--- config.mk ---
export PLATFORM = sky130hd
export DESIGN_NAME = bicm_seq
export DESIGN_NICKNAME = d
export VERILOG_FILES = /design/src/rtl/bicm_pkg.sv /design/src/rtl/bicm_seq.sv
export VERILOG_INCLUDE_DIRS = /design/src /design/src/rtl
export SDC_FILE = /design/constraint.sdc
export NUM_CORES = 1
export LEC_CHECK = 0
export ABC_AREA = 1
export BUFFER_PORTS_ARGS = -buffer_cell sky130_fd_sc_hd__buf_2
export CAP_MARGIN = 20
export CORE_MARGIN = 5
export CORE_UTILIZATION = 50
export DETAILED_ROUTE_END_ITERATION = 10
export PLACE_DENSITY = 0.79
export SYNTH_ARGS = -nofsm -noshare
export SYNTH_HDL_FRONTEND = slang
export SYNTH_SLANG_ARGS = --single-unit
--- constraint.sdc ---
create_clock -name clk_i -period 2.7 [get_ports clk_i]
set_clock_uncertainty 0.2 [all_clocks]
set_input_delay 0.54 -clock clk_i [delete_from_list [all_inputs] [get_ports clk_i]]
set_output_delay 0.54 -clock clk_i [all_outputs]
set_load 0.05 [all_outputs]
--- src/rtl/binary_image_icm_denoise_top_defines.svh ---
// Assertion macros for the binary image ICM denoiser.
// Used by bicm_seq and binary_image_icm_denoise_top; expects clk_i and rst_ni in scope.
`ifndef BINARY_IMAGE_ICM_DENOISE_TOP_DEFINES_SVH
`define BINARY_IMAGE_ICM_DENOISE_TOP_DEFINES_SVH
`ifndef SYNTH
`define BICM_ASSERT(lbl, prop, msg) \
  lbl: assert property (@(posedge clk_i) disable iff (!rst_ni) prop) else $error(msg);
`define BICM_ASSERT_NEVER(lbl, expr, msg) \
  lbl: assert property (@(posedge clk_i) disable iff (!rst_ni) !(expr)) else $error(msg);
`else
`define BICM_ASSERT(lbl, prop, msg)
`define BICM_ASSERT_NEVER(lbl, expr, msg)
`endif
`endif

--- src/rtl/bicm_pkg.sv ---
// Package for the binary image ICM denoiser: sizes, codes, control word and microcode ROM.
// No dependencies.
`timescale 1ns / 1ps

package bicm_pkg;

  localparam int MAX_WIDTH  = 256;
  localparam int MAX_HEIGHT = 256;
  localparam int COL_W      = $clog2(MAX_WIDTH);
  localparam int ROW_W      = $clog2(MAX_HEIGHT);
  localparam int ADDR_W     = ROW_W + COL_W;
  localparam int MEM_DEPTH  = MAX_WIDTH * MAX_HEIGHT;
  localparam int DIM_W      = 9;
  localparam int WEIGHT_W   = 8;
  localparam int COUNT_W    = 17;
  localparam int CMD_W      = 2;
  localparam int CFG_IDX_W  = 2;
  localparam int CFG_DATA_W = 17;
  localparam int SUM_W      = 5;
  localparam int SCORE_W    = 10;
  localparam int STEP_W     = 5;

  localparam logic [DIM_W-1:0]    WIDTH_RST  = DIM_W'(256);
  localparam logic [DIM_W-1:0]    HEIGHT_RST = DIM_W'(256);
  localparam logic [WEIGHT_W-1:0] WEIGHT_RST = WEIGHT_W'(32);
  localparam logic [COUNT_W-1:0]  LIMIT_RST  = COUNT_W'(100000);

  typedef enum logic [CMD_W-1:0] {
    CMD_WRITE  = 2'd0,
    CMD_UPDATE = 2'd1,
    CMD_READ   = 2'd2,
    CMD_NOP    = 2'd3
  } cmd_e;

  typedef enum logic [CFG_IDX_W-1:0] {
    CFG_WIDTH  = 2'd0,
    CFG_HEIGHT = 2'd1,
    CFG_WEIGHT = 2'd2,
    CFG_LIMIT  = 2'd3
  } cfg_idx_e;

  typedef enum logic [1:0] {
    MEM_IDLE,
    MEM_RD,
    MEM_WR_PIN,
    MEM_WR_NXT
  } mem_op_e;

  typedef enum logic [2:0] {
    DP_NONE,
    DP_ACCEPT,
    DP_CLR,
    DP_CUR,
    DP_ADD,
    DP_DECIDE,
    DP_WROUT,
    DP_RDOUT
  } dp_op_e;

  typedef enum logic [2:0] {
    COND_NEVER,
    COND_ALWAYS,
    COND_IN,
    COND_INVALID,
    COND_WRITE,
    COND_READ,
    COND_OUT_FREE
  } cond_e;

  typedef logic [STEP_W-1:0] step_t;

  localparam step_t STEP_IDLE   = 5'd0;
  localparam step_t STEP_CHECK  = 5'd1;
  localparam step_t STEP_ISWR   = 5'd2;
  localparam step_t STEP_ISRD   = 5'd3;
  localparam step_t STEP_CTR    = 5'd4;
  localparam step_t STEP_NB0    = 5'd5;
  localparam step_t STEP_NB1    = 5'd6;
  localparam step_t STEP_NB2    = 5'd7;
  localparam step_t STEP_NB3    = 5'd8;
  localparam step_t STEP_NB4    = 5'd9;
  localparam step_t STEP_NB5    = 5'd10;
  localparam step_t STEP_NB6    = 5'd11;
  localparam step_t STEP_NB7    = 5'd12;
  localparam step_t STEP_SUM    = 5'd13;
  localparam step_t STEP_DECIDE = 5'd14;
  localparam step_t STEP_EMIT   = 5'd15;
  localparam step_t STEP_WRITE  = 5'd16;
  localparam step_t STEP_READ   = 5'd17;
  localparam step_t STEP_RDOUT  = 5'd18;
  localparam step_t STEP_LAST   = STEP_RDOUT;

  typedef struct packed {
    mem_op_e            mem;
    logic signed [1:0]  dr;
    logic signed [1:0]  dc;
    dp_op_e             dp;
    cond_e              cond;
    logic               hold;
    step_t              target;
  } uop_t;

  typedef struct packed {
    logic in_valid;
    logic invalid;
    logic is_write;
    logic is_read;
    logic out_free;
  } stat_t;

  function automatic uop_t mk_uop(mem_op_e mem, logic signed [1:0] dr, logic signed [1:0] dc,
                                  dp_op_e dp, cond_e cond, logic hold, step_t target);
    uop_t u;
    u.mem    = mem;
    u.dr     = dr;
    u.dc     = dc;
    u.dp     = dp;
    u.cond   = cond;
    u.hold   = hold;
    u.target = target;
    return u;
  endfunction

  function automatic uop_t bicm_ucode(step_t s);
    uop_t u;
    unique case (s)
      STEP_IDLE:   u = mk_uop(MEM_IDLE, 2'sd0, 2'sd0, DP_ACCEPT, COND_IN, 1'b1, STEP_CHECK);
      STEP_CHECK:  u = mk_uop(MEM_IDLE, 2'sd0, 2'sd0, DP_NONE, COND_INVALID, 1'b0, STEP_EMIT);
      STEP_ISWR:   u = mk_uop(MEM_IDLE, 2'sd0, 2'sd0, DP_NONE, COND_WRITE, 1'b0, STEP_WRITE);
      STEP_ISRD:   u = mk_uop(MEM_IDLE, 2'sd0, 2'sd0, DP_NONE, COND_READ, 1'b0, STEP_READ);
      STEP_CTR:    u = mk_uop(MEM_RD, 2'sd0, 2'sd0, DP_CLR, COND_NEVER, 1'b0, STEP_IDLE);
      STEP_NB0:    u = mk_uop(MEM_RD, -2'sd1, -2'sd1, DP_CUR, COND_NEVER, 1'b0, STEP_IDLE);
      STEP_NB1:    u = mk_uop(MEM_RD, -2'sd1, 2'sd0, DP_ADD, COND_NEVER, 1'b0, STEP_IDLE);
      STEP_NB2:    u = mk_uop(MEM_RD, -2'sd1, 2'sd1, DP_ADD, COND_NEVER, 1'b0, STEP_IDLE);
      STEP_NB3:    u = mk_uop(MEM_RD, 2'sd0, -2'sd1, DP_ADD, COND_NEVER, 1'b0, STEP_IDLE);
      STEP_NB4:    u = mk_uop(MEM_RD, 2'sd0, 2'sd1, DP_ADD, COND_NEVER, 1'b0, STEP_IDLE);
      STEP_NB5:    u = mk_uop(MEM_RD, 2'sd1, -2'sd1, DP_ADD, COND_NEVER, 1'b0, STEP_IDLE);
      STEP_NB6:    u = mk_uop(MEM_RD, 2'sd1, 2'sd0, DP_ADD, COND_NEVER, 1'b0, STEP_IDLE);
      STEP_NB7:    u = mk_uop(MEM_RD, 2'sd1, 2'sd1, DP_ADD, COND_NEVER, 1'b0, STEP_IDLE);
      STEP_SUM:    u = mk_uop(MEM_IDLE, 2'sd0, 2'sd0, DP_ADD, COND_NEVER, 1'b0, STEP_IDLE);
      STEP_DECIDE: u = mk_uop(MEM_WR_NXT, 2'sd0, 2'sd0, DP_DECIDE, COND_NEVER, 1'b0, STEP_IDLE);
      STEP_EMIT:   u = mk_uop(MEM_IDLE, 2'sd0, 2'sd0, DP_NONE, COND_OUT_FREE, 1'b1, STEP_IDLE);
      STEP_WRITE:  u = mk_uop(MEM_WR_PIN, 2'sd0, 2'sd0, DP_WROUT, COND_ALWAYS, 1'b0, STEP_EMIT);
      STEP_READ:   u = mk_uop(MEM_RD, 2'sd0, 2'sd0, DP_NONE, COND_NEVER, 1'b0, STEP_IDLE);
      STEP_RDOUT:  u = mk_uop(MEM_IDLE, 2'sd0, 2'sd0, DP_RDOUT, COND_ALWAYS, 1'b0, STEP_EMIT);
      default:     u = mk_uop(MEM_IDLE, 2'sd0, 2'sd0, DP_NONE, COND_ALWAYS, 1'b0, STEP_IDLE);
    endcase
    return u;
  endfunction

endpackage

--- src/rtl/bicm_seq.sv ---
// Microcode sequencer: step counter, control ROM lookup and conditional jumps.
// Depends on bicm_pkg (control word, status struct, ROM function).
`timescale 1ns / 1ps
`include "binary_image_icm_denoise_top_defines.svh"

module bicm_seq import bicm_pkg::*; (
  input  logic  clk_i,
  input  logic  rst_ni,
  input  stat_t stat_i,
  output uop_t  uop_o
);

  step_t step_q, step_d;
  uop_t  uop;
  logic  take;

  assign uop   = bicm_ucode(step_q);
  assign uop_o = uop;

  always_comb begin
    unique case (uop.cond)
      COND_NEVER:    take = 1'b0;
      COND_ALWAYS:   take = 1'b1;
      COND_IN:       take = stat_i.in_valid;
      COND_INVALID:  take = stat_i.invalid;
      COND_WRITE:    take = stat_i.is_write;
      COND_READ:     take = stat_i.is_read;
      COND_OUT_FREE: take = stat_i.out_free;
      default:       take = 1'b1;
    endcase
  end

  always_comb begin
    priority if (take) begin
      step_d = uop.target;
    end else if (uop.hold) begin
      step_d = step_q;
    end else begin
      step_d = step_q + 1'b1;
    end
  end

  always_ff @(posedge clk_i or negedge rst_ni) begin
    if (!rst_ni) begin
      step_q <= STEP_IDLE;
    end else begin
      step_q <= step_d;
    end
  end

  `BICM_ASSERT_NEVER(a_step_range, step_q > STEP_LAST, "step counter outside program")

endmodule

# ---- Yosys cells after proc, flatten, opt, wreduce, memory -nomap -nowiden
# Memory sizes are Yosys's and may differ from the RTL's.
# Index checks and enable logic that the tools add are counted.
dict set report totals {
  n_memories 1
  in_bits 7
  wordCells 13
  regBits 5
  romBits 576
}
# memory depth width read_ports rd_ports_with_merged_regs wr line
set memory_table {}
lappend memory_table {{(no name shown)} 32 18 1 0 0 bicm_pkg.sv:126} ;# unique case (s)
dict set report classes {
  n_eq_ne 6
  reduce_logical 1
  n_mux 3
  add_sub_neg 1
}
# operator n
set ops {}
lappend ops {{$mux W5} 2}
lappend ops {{$eq A3 B3 Y1 const B} 3}
lappend ops {{$eq A3 B2 Y1 const B} 2}
lappend ops {{$pmux W1 S6} 1}
lappend ops {{$add A5 B1 Y5 const B} 1}
lappend ops {{$logic_not A3 Y1} 1}
lappend ops {{$ne A2 B1 Y1 const B} 1}

# ---- Logic depth before layout (Yosys ltp)
# An unclocked memory read counts as a cell.
dict set report depth {
  ltp_word 4
  mapped_depth 13
}

# ---- Worst setup path before layout
# No wires, ideal clock.
dict set report synth_path {
  path_kind {reg2out}
  start {register step_q[0]}
  end {output port uop_o[12] (netlist name)}
  path_stages_with_launch 7
  slack_ns -1.331
  t_arrival_ns 3.291
  cell_sequence {dfrtp_1 > inv_1 > ha_1 > inv_1 > nand2_1 > a21oi_1 > a2111oi_0}
}
# item line
set synth_lines {}
lappend synth_lines {{from (decl)} bicm_seq.sv:13} ;# step_t step_q, step_d;
lappend synth_lines {{from (signal assigned)} bicm_seq.sv:47} ;# step_q <= step_d;
lappend synth_lines {{to (decl)} bicm_seq.sv:10} ;# output uop_t uop_o

==> metrics.yaml <==
io_pins: 25
fin_crit_ns: 2.59
grt_pass1_wl_um: 3580
yosys_warnings: 0
cts_made_buffers: 3
worst_r2r_path_depth: 12
fill_cells: 142
drive_gt1_frac: 0.376
hpwl_um: 1770
syn_nets: 135
grt_pass1_vias: 850
hold_depth: 2
seq_area_um2: 128
cts_root_buffer: "clkbuf_4"
min_period_over_period: 0.960
hold_class: "flip-flop to flip-flop"
vias: 910
area_growth_pct: 25.6
largest_register_ff_count: 5
yosys_register_bits: 5
worstSkewPairLatency_ns: 0.23
drc: 0
fmax_ghz: 0.386
final_cell_mix: "nand2_1, buf_2, nand3_1"
tightest_slew_ns: 0.333
tns_ns: 0
routed_wl_um: 2150
start_kind: "flip-flop"
r2r_slack_ns: 0.67
top_regs: "step_q x5"
avgViaCountPerCell: 5.52
pre_cts_ws_ns: 0.230
layout_commonest_cell: "nand2_1"
rr_endpoint: "step_q[1]"
antennaDiodeCount: 0
clk_path_buf_depth: 2
syn_area_um2: 786
nets: 164
status: "completed"
r2r-start: "step_q[1]"
overflow: 0
grt_max_degree: 11
rows: 14
gp_congestion: 0.950
drtAntennaViolNets: 0
setup_viol: 0
dieArea_um2: 2460
holdPathEnd: "step_q[1]"
die_w_um: 49.6
netlist_instances: 121
arrival_ns: 1.85
endpoint_kind: "output port"
max_cap_viol_count: 0
dr.pass1.iters: 4
clkTransAtPathRegs_ns: 0.04
hold_viol_final: 0
synth_cell_types: 25
multi_input_area_um2: 604
die_h_um: 49.6
setup_slack_ns: 0.108
maxSlewHeadroom: 0.778
cts-htree-levels: 1
cts_tree: "done"
crit_type: "flip-flop to output port"
postSynthAreaPerCell_um2: 6.49
track_usage: 0.181
worstPathRequired_ns: 1.96
cts.sinks: 5
ys_seq_area_frac: 0.159
port_buffers: 24
initial_core_util: 0.522
slew_viol_final: 0
path_max_fanout: 6
hold_start: "step_q[1]"
drt_iter0_drc: 24
core_region_area_um2: 1510
wl_per_cell_um: 13.1
antenna_found_initial: 0
regMostFlops: "step_q"
==> cells by family after synthesis <==
kind of cell	synth area share
AO/OA/AOI/OAI	0.118
XOR/XNOR	0.0334
adder cells (fa/ha/maj)	0.111
buffers and inverters	0.100
flip-flops	0.159
AND/OR/NAND/NOR	0.478
==> critical path, stage by stage, from the launching register on <==
cell and delay, ns:
dfrtp_2 0.41, inv_1 0.11, ha_1 0.26, or2_2 0.32
nand3_1 0.17, o21ai_2 0.12, buf_2 0.23
==> area by class of cell <==
class                           instances  area share
Sequential cell                         5       0.129
Tap cell                               16      0.0203
Multi-Input combinational cell         98       0.612
Inverter                               15      0.0596
Clock buffer                            4      0.0266
Timing Repair Buffer                   27       0.152
==> Yosys cell counts <==
cell | n | area share
dfrtp_1 | 5 | 0.16
nand3_1 | 11 | 0.070
inv_1 | 10 | 0.048
a21oi_1 | 5 | 0.032
o31ai_1 | 2 | 0.019
buf_4 | 2 | 0.019
nand3_4 | 3 | 0.067
or2_2 | 1 | 0.0080
nand3b_1 | 1 | 0.0096
a211oi_1 | 1 | 0.0096
nor2_2 | 2 | 0.016
a31o_2 | 1 | 0.011
o21bai_1 | 1 | 0.0096
xor2_1 | 3 | 0.033
ha_1 | 7 | 0.11
o21ai_0 | 4 | 0.025
nand2_1 | 40 | 0.19
nor2_1 | 7 | 0.033
inv_2 | 4 | 0.019
buf_2 | 1 | 0.0064
inv_4 | 1 | 0.0080
nand4_1 | 1 | 0.0080
a2111oi_0 | 1 | 0.011
nand2_4 | 3 | 0.043
nand2_2 | 4 | 0.032
==> routing by layer <==
metal | GRT usage | up-vias | routed length, µm
met5 | 0 | - | 0
met4 | 0.100 | 0 | 37
met3 | 0.0452 | 7 | 164
met2 | 0.286 | 37 | 1120
met1 | 0.221 | 423 | 832
li1 | - | 443 | -
==> worst max-delay path by stage <==
stage	slack [ns]	start	end	cells after the start
floorplan	0.005	step_q[0]	uop_o[12]	6
global placement	0.27	step_q[1]	uop_o[12]	7
detailed placement	0.23	step_q[0]	uop_o[2]	6
CTS	0.06	step_q[0]	uop_o[2]	6
global route	-0.02	step_q[1]	uop_o[12]	7
finish	0.11	step_q[0]	uop_o[2]	6
==> per-stage QoR <==
stage	util	area, µm²	std cells	hold WS (ns)
after floorplan	-	808	121	0.0444
after global placement	0.621	936	159	0.152
after detailed placement	0.621	936	159	0.155
after CTS	0.649	977	164	0.436
after global routing	0.655	987	165	0.473
final	0.655	987	165	0.442
==> timing repair <==
item,4_1_cts,5_1_grt
endpoints found under the hold margin,5,0
endpoints found under the setup margin,6,7
gates resized for setup,3,2
hold buffers,1,0
setup buffers,0,1
Power is left out: the tool's default activity adds up to more than one toggle a clock period on the data nets, which glitch-free logic cannot reach.
